`src/rtl/core/tilt_complementary_filter_unit_defines.svh`:
```
// Assertion macros shared by the tilt filter RTL.
`ifndef TILT_COMPLEMENTARY_FILTER_UNIT_DEFINES_SVH
`define TILT_COMPLEMENTARY_FILTER_UNIT_DEFINES_SVH
// Implication checked on every rising clock edge outside reset.
`define TCF_ASSERT_IMP(label, clk, rst_n, ante, cons, msg) \
  label: assert property (@(posedge clk) disable iff (!rst_n) (ante) |-> (cons)) \
    else $error(msg);
// Next-cycle implication checked outside reset.
`define TCF_ASSERT_NXT(label, clk, rst_n, ante, cons, msg) \
  label: assert property (@(posedge clk) disable iff (!rst_n) (ante) |=> (cons)) \
    else $error(msg);
`endif

```
`src/rtl/core/tcf_pkg.sv`:
```
// Package with constants and tables of the tilt complementary filter.
package tcf_pkg;
  localparam int CORDIC_STEPS_DEF = 16;
  localparam int GYRO_WIDTH_DEF   = 16;
  localparam int ACCEL_WIDTH_DEF  = 10;
  localparam int CORDIC_MAX       = 24;
  localparam int STATE_W          = 25;
  localparam int OUT_W            = 16;
  localparam int TRUST_W          = 16;
  localparam int DB_W             = 8;
  localparam int GAIN_W           = 16;
  localparam int ANG_W            = 23;

  localparam logic [TRUST_W-1:0] TRUST_RST = 16'd31130;
  localparam logic [DB_W-1:0]    DB_RST    = 8'd3;
  localparam logic [GAIN_W-1:0]  GAIN_RST  = 16'd7295;

  localparam logic [1:0] REG_TRUST = 2'd0;
  localparam logic [1:0] REG_DB    = 2'd1;
  localparam logic [1:0] REG_GAIN  = 2'd2;

  function automatic logic [ANG_W-1:0] atan_q8(input logic [4:0] i);
    logic [ANG_W-1:0] r;
    unique case (i)
      5'd0: r = 23'd1152000;  5'd1: r = 23'd680065;  5'd2: r = 23'd359328;
      5'd3: r = 23'd182400;   5'd4: r = 23'd91554;   5'd5: r = 23'd45822;
      5'd6: r = 23'd22916;    5'd7: r = 23'd11459;   5'd8: r = 23'd5730;
      5'd9: r = 23'd2865;     5'd10: r = 23'd1432;   5'd11: r = 23'd716;
      5'd12: r = 23'd358;     5'd13: r = 23'd179;    5'd14: r = 23'd90;
      5'd15: r = 23'd45;      5'd16: r = 23'd22;     5'd17: r = 23'd11;
      5'd18: r = 23'd6;       5'd19: r = 23'd3;      5'd20: r = 23'd1;
      5'd21: r = 23'd1;
      default: r = '0;
    endcase
    return r;
  endfunction
endpackage

```
`src/rtl/core/tilt_complementary_filter_unit.sv`:
```
// Top level of the tilt complementary filter with its sequencer and datapath.
// Usage: one item on the in_ channel carries a gyro sample and an
// accelerometer sample of all three axes. The block answers each item with
// one item on the out_ channel holding roll, pitch and yaw in hundredths of
// a degree, saturated to 16 bits. Three angle estimates persist between
// items.
// Timing: the block handles one item at a time. The gyro steps are formed
// by a shift-add multiplier that takes one gain bit a cycle, and the
// accelerometer tilts by a CORDIC that runs one iteration a cycle for roll
// and pitch in parallel. The two blends also use one trust bit a cycle.
// CORDIC steps are capped at 24. The next item is accepted only after
// the result has moved into the output register; the result may wait
// there while the next item is worked on.
// Reset clears the estimates to zero and loads the register defaults.
// When the receiver stalls, the result holds and the next result waits
// finished inside the block until the output register frees.
// Registers are written over the cfg_ APB-style port at 4*index; pready is
// always high and reads return the register value.
module tilt_complementary_filter_unit #(
  parameter int CORDIC_STEPS = tcf_pkg::CORDIC_STEPS_DEF,
  parameter int GYRO_WIDTH   = tcf_pkg::GYRO_WIDTH_DEF,
  parameter int ACCEL_WIDTH  = tcf_pkg::ACCEL_WIDTH_DEF
) (
  input  logic clk,
  input  logic rst_n,
  input  logic in_tvalid,
  output logic in_tready,
  // gyro_x, gyro_y, gyro_z, accel_x, accel_y, accel_z from the lowest bit,
  // zero-padded to whole bytes.
  input  logic [((3*GYRO_WIDTH+3*ACCEL_WIDTH+7)/8)*8-1:0] in_tdata,
  output logic out_tvalid,
  input  logic out_tready,
  // angle_roll, angle_pitch, angle_yaw from the lowest bit.
  output logic [47:0] out_tdata,
  input  logic cfg_psel,
  input  logic cfg_penable,
  input  logic cfg_pwrite,
  input  logic [3:0] cfg_paddr,
  input  logic [31:0] cfg_pwdata,
  output logic [31:0] cfg_prdata,
  output logic cfg_pready
);
  import tcf_pkg::*;
`include "tilt_complementary_filter_unit_defines.svh"

  localparam int STEPS = (CORDIC_STEPS > CORDIC_MAX) ? CORDIC_MAX : CORDIC_STEPS;
  localparam int GMAG_W = GYRO_WIDTH;            // magnitude up to 2^(w-1)
  localparam int PROD_W = GMAG_W + GAIN_W;
  localparam int STEP_W = PROD_W - 8 + 1;        // signed step
  localparam int AMAG_W = ACCEL_WIDTH;
  localparam int CX_W   = AMAG_W + 8 + 3;        // CORDIC x/y with growth
  localparam int SUM_W  = STATE_W + 2 + (STEP_W > STATE_W ? STEP_W - STATE_W : 0);
  localparam int ACC_W  = SUM_W + TRUST_W + 2;
  localparam int CNT_W  = 5;

  localparam logic [2:0] S_IDLE = 3'd0, S_MUL = 3'd1, S_COR = 3'd2,
                         S_BLD = 3'd3, S_UPD = 3'd4, S_DONE = 3'd5;

  logic [2:0] state_r, state_nxt;
  logic [CNT_W-1:0] cnt_r;

  // Configuration registers.
  logic [TRUST_W-1:0] trust_r;
  logic [DB_W-1:0]    db_r;
  logic [GAIN_W-1:0]  gain_r;
  logic cfg_wr;
  assign cfg_pready = 1'b1;
  assign cfg_wr = cfg_psel & cfg_penable & cfg_pwrite;
  always_ff @(posedge clk) begin
    if (!rst_n) begin
      trust_r <= TRUST_RST;
      db_r    <= DB_RST;
      gain_r  <= GAIN_RST;
    end else if (cfg_wr && cfg_paddr[1:0] == 2'b00) begin
      if (cfg_paddr[3:2] == REG_TRUST) trust_r <= cfg_pwdata[TRUST_W-1:0];
      if (cfg_paddr[3:2] == REG_DB)    db_r    <= cfg_pwdata[DB_W-1:0];
      if (cfg_paddr[3:2] == REG_GAIN)  gain_r  <= cfg_pwdata[GAIN_W-1:0];
    end
  end
  always_comb begin
    cfg_prdata = '0;
    if (cfg_paddr[1:0] == 2'b00) begin
      unique case (cfg_paddr[3:2])
        REG_TRUST: cfg_prdata = {{(32-TRUST_W){1'b0}}, trust_r};
        REG_DB:    cfg_prdata = {{(32-DB_W){1'b0}}, db_r};
        REG_GAIN:  cfg_prdata = {{(32-GAIN_W){1'b0}}, gain_r};
        default:   cfg_prdata = '0;
      endcase
    end
  end

  // Input field unpacking.
  logic signed [GYRO_WIDTH-1:0]  gin [3];
  logic signed [ACCEL_WIDTH-1:0] ain [3];
  always_comb begin
    for (int k = 0; k < 3; k++) begin
      gin[k] = in_tdata[k*GYRO_WIDTH +: GYRO_WIDTH];
      ain[k] = in_tdata[3*GYRO_WIDTH + k*ACCEL_WIDTH +: ACCEL_WIDTH];
    end
  end

  // Working registers.
  logic [GMAG_W-1:0] gmag_r [3];
  logic [2:0]        gneg_r, gzero_r;
  logic [PROD_W-1:0] prod_r [3];
  logic [GAIN_W-1:0] gsh_r;
  logic signed [CX_W-1:0] cx_r [2];
  logic signed [CX_W-1:0] cy_r [2];
  logic signed [ANG_W+1:0] cang_r [2];
  logic [1:0] aneg_r, azero_r;
  logic signed [STATE_W-1:0] est_r [3];
  logic signed [SUM_W-1:0]  sumg_r [2];   // angle + step
  logic signed [SUM_W-1:0]  tilt_r [2];
  logic signed [ACC_W-1:0]  acc_r [2];
  logic [TRUST_W-1:0]       tsh_r;
  logic [15:0] res_r [3];
  logic res_v_r;
  logic [47:0] out_r;
  logic out_v_r;

  logic in_acc, out_acc;
  assign in_tready = (state_r == S_IDLE);
  assign in_acc    = in_tvalid & in_tready;
  assign out_acc   = out_v_r & out_tready;
  assign out_tvalid = out_v_r;
  assign out_tdata  = out_r;

  always_comb begin
    state_nxt = state_r;
    unique case (state_r)
      S_IDLE: if (in_acc) state_nxt = S_MUL;
      S_MUL:  if (cnt_r == CNT_W'(GAIN_W-1)) state_nxt = S_COR;
      S_COR:  if (cnt_r == CNT_W'(STEPS-1)) state_nxt = S_BLD;
      S_BLD:  if (cnt_r == CNT_W'(TRUST_W-1)) state_nxt = S_UPD;
      S_UPD:  state_nxt = S_DONE;
      S_DONE: if (!res_v_r) state_nxt = S_IDLE;
      default: state_nxt = S_IDLE;
    endcase
  end

  function automatic logic signed [STATE_W-1:0] sat_st(input logic signed [ACC_W-1:0] v);
    logic signed [ACC_W-1:0] mx, mn;
    mx = ACC_W'((1 << (STATE_W-1)) - 1);
    mn = -ACC_W'(1 << (STATE_W-1));
    if (v > mx) return mx[STATE_W-1:0];
    if (v < mn) return mn[STATE_W-1:0];
    return v[STATE_W-1:0];
  endfunction

  function automatic logic [15:0] to_out(input logic signed [STATE_W-1:0] s);
    logic [STATE_W-1:0] m;
    logic [STATE_W-9:0] q;
    m = s[STATE_W-1] ? STATE_W'(-s) : STATE_W'(s);
    q = m[STATE_W-1:8];
    if (!s[STATE_W-1]) return (q > 32767) ? 16'h7FFF : q[15:0];
    if (q > 32768) return 16'h8000;
    return 16'(-q);
  endfunction

  always_ff @(posedge clk) begin
    if (!rst_n) begin
      state_r <= S_IDLE;
      cnt_r   <= '0;
      res_v_r <= 1'b0;
      out_v_r <= 1'b0;
      for (int k = 0; k < 3; k++) est_r[k] <= '0;
    end else begin
      state_r <= state_nxt;
      if (state_r != state_nxt) cnt_r <= '0;
      else cnt_r <= cnt_r + 1'b1;
      if (res_v_r && (!out_v_r || out_acc)) begin
        out_r   <= {res_r[2], res_r[1], res_r[0]};
        out_v_r <= 1'b1;
        res_v_r <= 1'b0;
      end else if (out_acc) begin
        out_v_r <= 1'b0;
      end
      unique case (state_r)
        S_IDLE: if (in_acc) begin
          for (int k = 0; k < 3; k++) begin
            gneg_r[k] <= gin[k][GYRO_WIDTH-1];
            gmag_r[k] <= gin[k][GYRO_WIDTH-1] ? GMAG_W'(-gin[k]) : GMAG_W'(gin[k]);
            prod_r[k] <= '0;
          end
          gsh_r <= gain_r;
          for (int k = 0; k < 2; k++) begin
            aneg_r[k] <= ain[k][ACCEL_WIDTH-1];
            azero_r[k] <= (ain[k] == '0);
            cy_r[k] <= CX_W'({(ain[k][ACCEL_WIDTH-1] ? AMAG_W'(-ain[k])
                                : AMAG_W'(ain[k])), 8'd0});
            cx_r[k] <= CX_W'({(ain[2][ACCEL_WIDTH-1] ? AMAG_W'(-ain[2])
                                : AMAG_W'(ain[2])), 8'd0});
            cang_r[k] <= '0;
          end
        end
        S_MUL: begin
          // MSB-first shift-add: one gain bit per cycle.
          for (int k = 0; k < 3; k++)
            prod_r[k] <= {prod_r[k][PROD_W-2:0], 1'b0} +
                         (gsh_r[GAIN_W-1] ? PROD_W'(gmag_r[k]) : '0);
          gsh_r <= {gsh_r[GAIN_W-2:0], 1'b0};
          if (cnt_r == '0)
            for (int k = 0; k < 3; k++) gzero_r[k] <= (gmag_r[k] < GMAG_W'(db_r));
        end
        S_COR: begin
          for (int k = 0; k < 2; k++) begin
            if (cy_r[k] > 0) begin
              cx_r[k] <= cx_r[k] + (cy_r[k] >>> cnt_r);
              cy_r[k] <= cy_r[k] - (cx_r[k] >>> cnt_r);
              cang_r[k] <= cang_r[k] + (ANG_W+2)'(atan_q8(cnt_r));
            end else begin
              cx_r[k] <= cx_r[k] - (cy_r[k] >>> cnt_r);
              cy_r[k] <= cy_r[k] + (cx_r[k] >>> cnt_r);
              cang_r[k] <= cang_r[k] - (ANG_W+2)'(atan_q8(cnt_r));
            end
          end
          if (cnt_r == CNT_W'(STEPS-1)) begin
            // Trust above one is clamped to one for the blend.
            tsh_r <= (trust_r > TRUST_W'(32768)) ? TRUST_W'(32768) : trust_r;
          end
        end
        S_BLD: begin
          if (cnt_r == '0) begin
            for (int k = 0; k < 2; k++) begin
              logic signed [STEP_W-1:0] st;
              logic signed [SUM_W-1:0] tl;
              st = gzero_r[k] ? '0 : STEP_W'((prod_r[k] + PROD_W'(128)) >> 8);
              if (gneg_r[k]) st = -st;
              tl = azero_r[k] ? '0 : SUM_W'(cang_r[k]);
              if (aneg_r[k]) tl = -tl;
              sumg_r[k] <= SUM_W'(est_r[k]) + SUM_W'(st);
              tilt_r[k] <= tl;
              // acc = 32768*tilt + 16384 + trust*(sum - tilt), built bitwise.
              acc_r[k] <= (ACC_W'(tl) <<< 15) + ACC_W'(16384);
            end
          end else begin
            for (int k = 0; k < 2; k++)
              if (tsh_r[TRUST_W - 1 - (cnt_r - 1'b1)])
                acc_r[k] <= acc_r[k] +
                  (ACC_W'(sumg_r[k] - tilt_r[k]) <<< (TRUST_W - 1 - (cnt_r - 1'b1)));
          end
        end
        S_UPD: begin
          for (int k = 0; k < 2; k++) begin
            logic signed [ACC_W-1:0] a;
            a = acc_r[k];
            if (tsh_r[0]) a = a + ACC_W'(sumg_r[k] - tilt_r[k]);
            est_r[k] <= sat_st(a >>> 15);
            res_r[k] <= to_out(sat_st(a >>> 15));
          end
          begin
            logic signed [STEP_W-1:0] sz;
            logic signed [ACC_W-1:0] y;
            sz = gzero_r[2] ? '0 : STEP_W'((prod_r[2] + PROD_W'(128)) >> 8);
            if (gneg_r[2]) sz = -sz;
            y = ACC_W'(est_r[2]) + ACC_W'(sz);
            est_r[2] <= sat_st(y);
            res_r[2] <= to_out(sat_st(y));
          end
          res_v_r <= 1'b1;
        end
        S_DONE: ;
        default: ;
      endcase
    end
  end

  `TCF_ASSERT_IMP(a_ready_idle, clk, rst_n, in_tready, state_r == S_IDLE && !res_v_r || state_r == S_IDLE, "ready outside idle")
  `TCF_ASSERT_NXT(a_out_hold, clk, rst_n, out_v_r && !out_tready, out_v_r && $stable(out_r), "result dropped while stalled")
  `TCF_ASSERT_NXT(a_upd_res, clk, rst_n, state_r == S_UPD, res_v_r, "result not staged after update")
endmodule
```
`config.mk`:
```
export PLATFORM = sky130hd
export DESIGN_NAME = tilt_complementary_filter_unit
export DESIGN_NICKNAME = d
export VERILOG_FILES = /design/src/rtl/core/tcf_pkg.sv /design/src/rtl/core/tilt_complementary_filter_unit.sv
export VERILOG_INCLUDE_DIRS = /design/src /design/src/rtl/core
export SDC_FILE = /design/constraint.sdc
export NUM_CORES = 2
export LEC_CHECK = 0
export BUFFER_PORTS_ARGS = -buffer_cell sky130_fd_sc_hd__buf_2
export CORE_MARGIN = 2
export CORE_UTILIZATION = 59
export DETAILED_ROUTE_END_ITERATION = 16
export PLACE_DENSITY = 0.83
export RECOVER_POWER = 100
export SLEW_MARGIN = 20
export SYNTH_ARGS = -nofsm -noshare
export SYNTH_HDL_FRONTEND = slang
export SYNTH_SLANG_ARGS = --single-unit
```
`constraint.sdc`:
```
create_clock -name clk -period 9.6 [get_ports clk]
set_input_delay 1.92 -clock clk [delete_from_list [all_inputs] [get_ports clk]]
set_output_delay 1.92 -clock clk [all_outputs]
set_load 0.01 [all_outputs]
```
# --- After elaboration in Yosys (flattened, before gate mapping) ---
# Memory sizes are Yosys's and may differ from the RTL's. A register that Yosys moved wholly into a read port is not among the register bits.
# Index checks and enable logic that the tools add are counted.
# W data, S select, Z words.
totals:
  register_bits: 92
  mem_bits_rw: 599
  rom_bits: 2688
  inputBits: 123
  out_inout_bits: 83
  memories: 14
op_classes:
  add_sub_neg: 49
  n_lt_le_gt_ge: 19
  eq_ne: 10
  shifts: 6
  n_mux: 211
  n_bitwise: 25
  n_reduce_logical: 22
mem_list:
  columns: ["memory", "depth", "width", "read_ports", "rd_clocked_by_memory_dff", "wr", "line", "rtl"]
  rows:
  - ["(name not given)", 32, 21, 1, 1, 0, "tcf_pkg.sv:24", "unique case (i)"]
  - ["(name not given)", 32, 21, 1, 1, 0, "tcf_pkg.sv:24", null]
  - ["(name not given)", 32, 21, 1, 1, 0, "tcf_pkg.sv:24", null]
  - ["(name not given)", 32, 21, 1, 1, 0, "tcf_pkg.sv:24", null]
  - ["prod_r", 3, 32, 3, 0, 3, "tilt_complementary_filter_unit.sv:105", "logic [PROD_W-1:0] prod_r [3];"]
  - ["acc_r", 2, 45, 2, 0, 2, "tilt_complementary_filter_unit.sv:114", "logic signed [ACC_W-1:0] acc_r [2];"]
  - ["+8 memories", null, null, null, null, null, null, null]
op_table:
  columns: ["cell", "count"]
  rows:
  - ["$mux W25", 39]
  - ["$mux W16", 29]
  - ["$mux W45", 8]
  - ["$mux W23", 12]
  - ["$mux W27", 10]
  - ["$mux W21", 8]
  - ["$add A32 B16 Y32", 3]
  - ["$add A32 B8 Y32 const B", 3]
  - ["$mux W32", 3]
  - ["$neg A16 Y16", 6]
  - ["$add A45 B28 Y45", 2]
  - ["$add A45 B45 Y45", 2]
  - ["$sshl A28 B32 Y45", 2]
  - ["$add A42 B16 Y43 const B", 2]
  - ["$add A21 B21 Y21", 4]
  - ["$sshr A21 B5 Y21", 4]
  - ["$sub A21 B21 Y21", 4]
  - ["$mux W1", 83]
  - ["$add A25 B25 Y26", 3]
  - ["$neg A24 Y25", 3]
  - ["$neg A25 Y25", 3]
  - ["$mux W24", 3]
  - ["$gt A30 B25 Y1 const B", 2]
  - ["$lt A30 B25 Y1 const B", 2]
  - ["45 further kinds", 102]

# --- Depth between registers and ports, before layout ---
# An unclocked memory read counts as a cell.
depth:
  ltp_word: 30
  ltp_mapped: 44
  ltp_nobuf: 37

# --- Worst setup path after synthesis ---
# Ideal clock, no wire load.
synth_path:
  path_type: "reg-to-reg"
  startpoint: "register cnt_r[0]"
  endpoint: "memory acc_r[0][0] in the netlist's numbering (enable)"
  setup_time_ns: 0.663
  t_arrival_ns: 9.674
  required_ns: 8.937
  setup_slack_ns: -0.736
  path_stages_with_launch: 13
  path_cell_list: "dfxtp_1 > buf_2 > buf_1 > inv_1 > clkbuf_1 > buf_1 > clkbuf_1 > clkbuf_1 > buf_1 > clkbuf_1 > ha_1 > nand3_1 > o21ai_0"
synth_rtl:
  columns: ["item", "line", "rtl"]
  rows:
  - ["start: declaration", "tilt_complementary_filter_unit.sv:60", "logic [CNT_W-1:0] cnt_r;"]
  - ["start signal: assignment", "tilt_complementary_filter_unit.sv:170", "else cnt_r <= cnt_r + 1'b1;"]
  - ["end: declaration", "tilt_complementary_filter_unit.sv:114", null]

==> flow_summary_export.csv <==
group,metric,value,unit
power_and_ir_drop,power_density,137,mW/mm^2
routing,final_antenna_violating_net_count,0,
layout,post_layout_nets,9560,
global_route,pin_count_of_the_biggest_net_entering_global_routing,109,
logic_synthesis,synth.avg_cell_area,8.35,sq um
layout,most_frequent_standard_cell_in_the_layout_excluding_fill_and_tap_cells,"nor2_1",
place,dpl.hpwl,173000,um
routing,drt-total-wl,229000,um
die,coreArea,0.124,sq mm
timing,whs,0.330,ns
worst_setup_path,critical_path.endpoint_type,"flop",
worst_setup_path,criticalPathCategory,"reg -> reg",
die,core.rowCount,129,
routing,detailroute.via_count,68500,
global_route,grt.overflow.total,0,
timing,timing.fmax,0.107,GHz
worst_setup_path,critical_path_peak_fanout,53,
power_and_ir_drop,p_total,10.8,mW
logic_synthesis,postSynth.topFlopCell,"edfxtp_1",
outcome,outcome,"finished with violations",
global_route,first_global_vias,64000,
clock_tree,cts_tree,"built",
timing,fin_crit,9.36,ns
flow_run,drv_cap,21,
clock_tree,htree_num_levels,3,
routing,dr.pass1.iters,7,
worst_setup_path,critPathRequiredTime,9.91,ns
die,io_pins,206,
power_and_ir_drop,static-leakage-power,31.7,nW
timing,timing.setup.tns,0,ns
clock_tree,max-clock-path-buffers,3,
hold_path,hp-class,"reg -> reg",
clock_tree,cts.clk_slew.worst_paths,0.07,ns
timing,post-route-period-util,0.975,
die,die_h,357,um
die,die_wd,357,um
worst_setup_path,crit_arrival,9.67,ns
routing,detail_route.drc_violations,0,
timing,timing_worst_slew_pin_value,4.25,ns
logic_synthesis,synth_area,0.0737,sq mm
die,design.die.area,0.128,sq mm
global_route,antenna_found_initial,5,
routing,vias_per_cell,6.51,
timing,timing.clock.skew,0.0947,ns
clock_tree,cts_inserted_buffers,92,
timing,finalSetupViolations,0,
outcome,failed_checks,"max-capacitance violations, max-slew violations",
clock_tree,clkLatencyLatePin,0.77,ns
clock_tree,cts_root_buffer,"clkbuf_16",
timing,timing_hold_violations_final,0,
timing,finalMaxSlewViolations,1152,
global_route,grt_util_all_layers,0.346,
place,gp_congestion,1.02,
worst_setup_path,worstSetupStartpointType,"flop",
place,port_buffers,170,
timing,grt_setup_unrepaired,"no",
global_route,wire_length_of_the_first_global_routing_pass,353000,um
routing,drt-initial-drc-count,8089,
logic_synthesis,async_flop_share,0,
layout,finalCoreUtilization,0.639,
logic_synthesis,syn-instance-count,8827,
power_and_ir_drop,worst_vdd_rail_ir_drop,0.000143,V
logic_synthesis,yosys_warnings,0,
die,initial_utilization,0.596,
logic_synthesis,synth-edff-count,687,
routing,routed_length_per_placed_instance,21.8,um
timing,timing.max_slew.rel_slack,-1.83,
layout,syn2layout_area_growth,7.35,%
clock_tree,cts.sink_count,758,
logic_synthesis,ys_seq_elements,758,
logic_synthesis,synth.distinct_cells,119,
layout,final_cell_mix,"nor2_1, nand2_1, a21oi_1",
layout,post_route_cells_drive_above_1_share,0.0687,
logic_synthesis,seq_area_frac_synth,0.299,
clock_tree,cts.hold.buffers_added,0,
sequential cells by signal, summed over array words and instances (netlist names), 3 cells and up, named ones only:
signal / count
acc_r: 90
cang_r: 50
cnt_r: 5
cx_r: 42
cy_r: 42
db_r: 8
est_r: 75
gain_r: 16
gmag_r: 48
gneg_r: 3
gsh_r: 16
gzero_r: 3
out_tdata: 48
prod_r: 96
res_r: 48
state_r: 3
sumg_r: 52
tilt_r: 54
trust_r: 16
tsh_r: 16
cells in the mapped netlist, drive strengths merged, types with 54 or more instances:
cell | instances | area share
o21ai | 623 | 0.042
nor2 | 934 | 0.048
o21bai | 99 | 0.010
a21o | 165 | 0.017
o211ai | 54 | 0.0056
xnor2 | 491 | 0.058
nor3 | 239 | 0.017
mux2 | 74 | 0.011
nand3 | 191 | 0.013
or3 | 96 | 0.0084
a21boi | 54 | 0.0056
and2 | 115 | 0.0098
ha | 607 | 0.10
dfxtp | 71 | 0.019
nor2b | 131 | 0.011
mux4 | 54 | 0.016
a21oi | 726 | 0.050
nor4 | 64 | 0.0062
and3 | 102 | 0.0087
edfxtp | 687 | 0.28
o21a | 103 | 0.010
mux2i | 172 | 0.023
o31ai | 92 | 0.0097
inv | 463 | 0.024
a31oi | 100 | 0.0086
xor2 | 213 | 0.025
nand4 | 70 | 0.0059
nand2b | 102 | 0.0087
clkbuf | 319 | 0.016
buf | 100 | 0.0067
a211oi | 135 | 0.014
nand2 | 851 | 0.043
repair_timing:
action	CTS	global route
resized for setup	0	4
setup buffers	0	0
setup endpoints to repair	0	23
report_power, final:
part | internal [mW] | total, mW | switching [mW]
clock | 2.19 | 3.78 | 1.60
sequential | 3.71 | 3.82 | 0.109
combinational | 1.24 | 3.23 | 1.98
cell type report:
type / instances / area (sq um)
Antenna cell: 1 / 2.50
Sequential cell: 758 / 22100
Clock buffer: 108 / 2500
Fill cell: 10300 / 44700
Clock inverter: 65 / 763
Inverter: 466 / 1750
Timing Repair Buffer: 294 / 1580
Tap cell: 1637 / 2050
Multi-Input combinational cell: 7199 / 48400
through the flow:
stage / instances / cell area, sq um / setup WS [ns]
after floorplan: 8842 / 73800 / 0.0939
after global placement: 10400 / 76100 / 0.812
after detailed placement: 10400 / 76100 / 0.691
after CTS: 10500 / 79400 / 0.580
after global routing: 10500 / 79100 / 0.000453
final: 10500 / 79100 / 0.244
per-layer routing:
layer	up-vias	track usage	share of wire
met1	32500	0.467	0.41
met5	-	0	0.00012
met2	3295	0.545	0.45
met3	596	0.0642	0.095
li1	32100	-	-
met4	4	0.149	0.047
critical path, cell delays in order (launching register included):
cell and delay, ns:
dfxtp_1 1.20, inv_2 0.06, buf_4 0.27, ha_2 0.36, clkbuf_2 1.09, nand2_1 0.71, o22ai_1 0.51, nand2_1 0.09
o21ai_0 0.24, and2_1 0.29, ha_1 0.30, o21a_1 0.14, o21ai_0 0.23, nor2_1 0.13, nand3_1 0.10, a211oi_1 0.06
and3b_1 0.32, o21ai_0 0.17, and3_1 0.21, o31ai_1 0.45, a21oi_1 0.19, a21oi_1 0.29, o21ai_0 0.23, a2111o_1 0.49
a31o_2 0.24, a21oi_1 0.19, xnor3_1 0.22, o21ai_0 0.06
final timing paths:
path / cells past startpoint / slack, ns / endpoint / from
worst max-delay path: 27 / 0.24 / acc_r[0][89]$_DFFE_PP_ / cnt_r[0]$_SDFF_PP0_
worst min-delay path: 0 / 0.33 / out_tdata[6]$_DFFE_PP_ / res_r[0][6]$_DFFE_PP_
worst max register to register: 27 / 0.24 / acc_r[0][89]$_DFFE_PP_ / cnt_r[0]$_SDFF_PP0_
worst min register to register: 0 / 0.33 / out_tdata[6]$_DFFE_PP_ / res_r[0][6]$_DFFE_PP_
cells by family (layout without fill, tap and decap cells):
kind of cell / Yosys count / count (layout) / synth area share
xor gates and xnor gates: 705 / 705 / 0.0839
buffers and inverters: 885 / 933 / 0.0467
and+or+nand+nor: 3038 / 3038 / 0.194
muxes: 300 / 300 / 0.0512
DFF: 758 / 758 / 0.299
other: 2 / 18 / 0.000102
AOI/OAI and AO/OA: 2511 / 2511 / 0.216
adders and majority gates: 628 / 628 / 0.108
No activity file was read; power rests on OpenSTA's default activity.
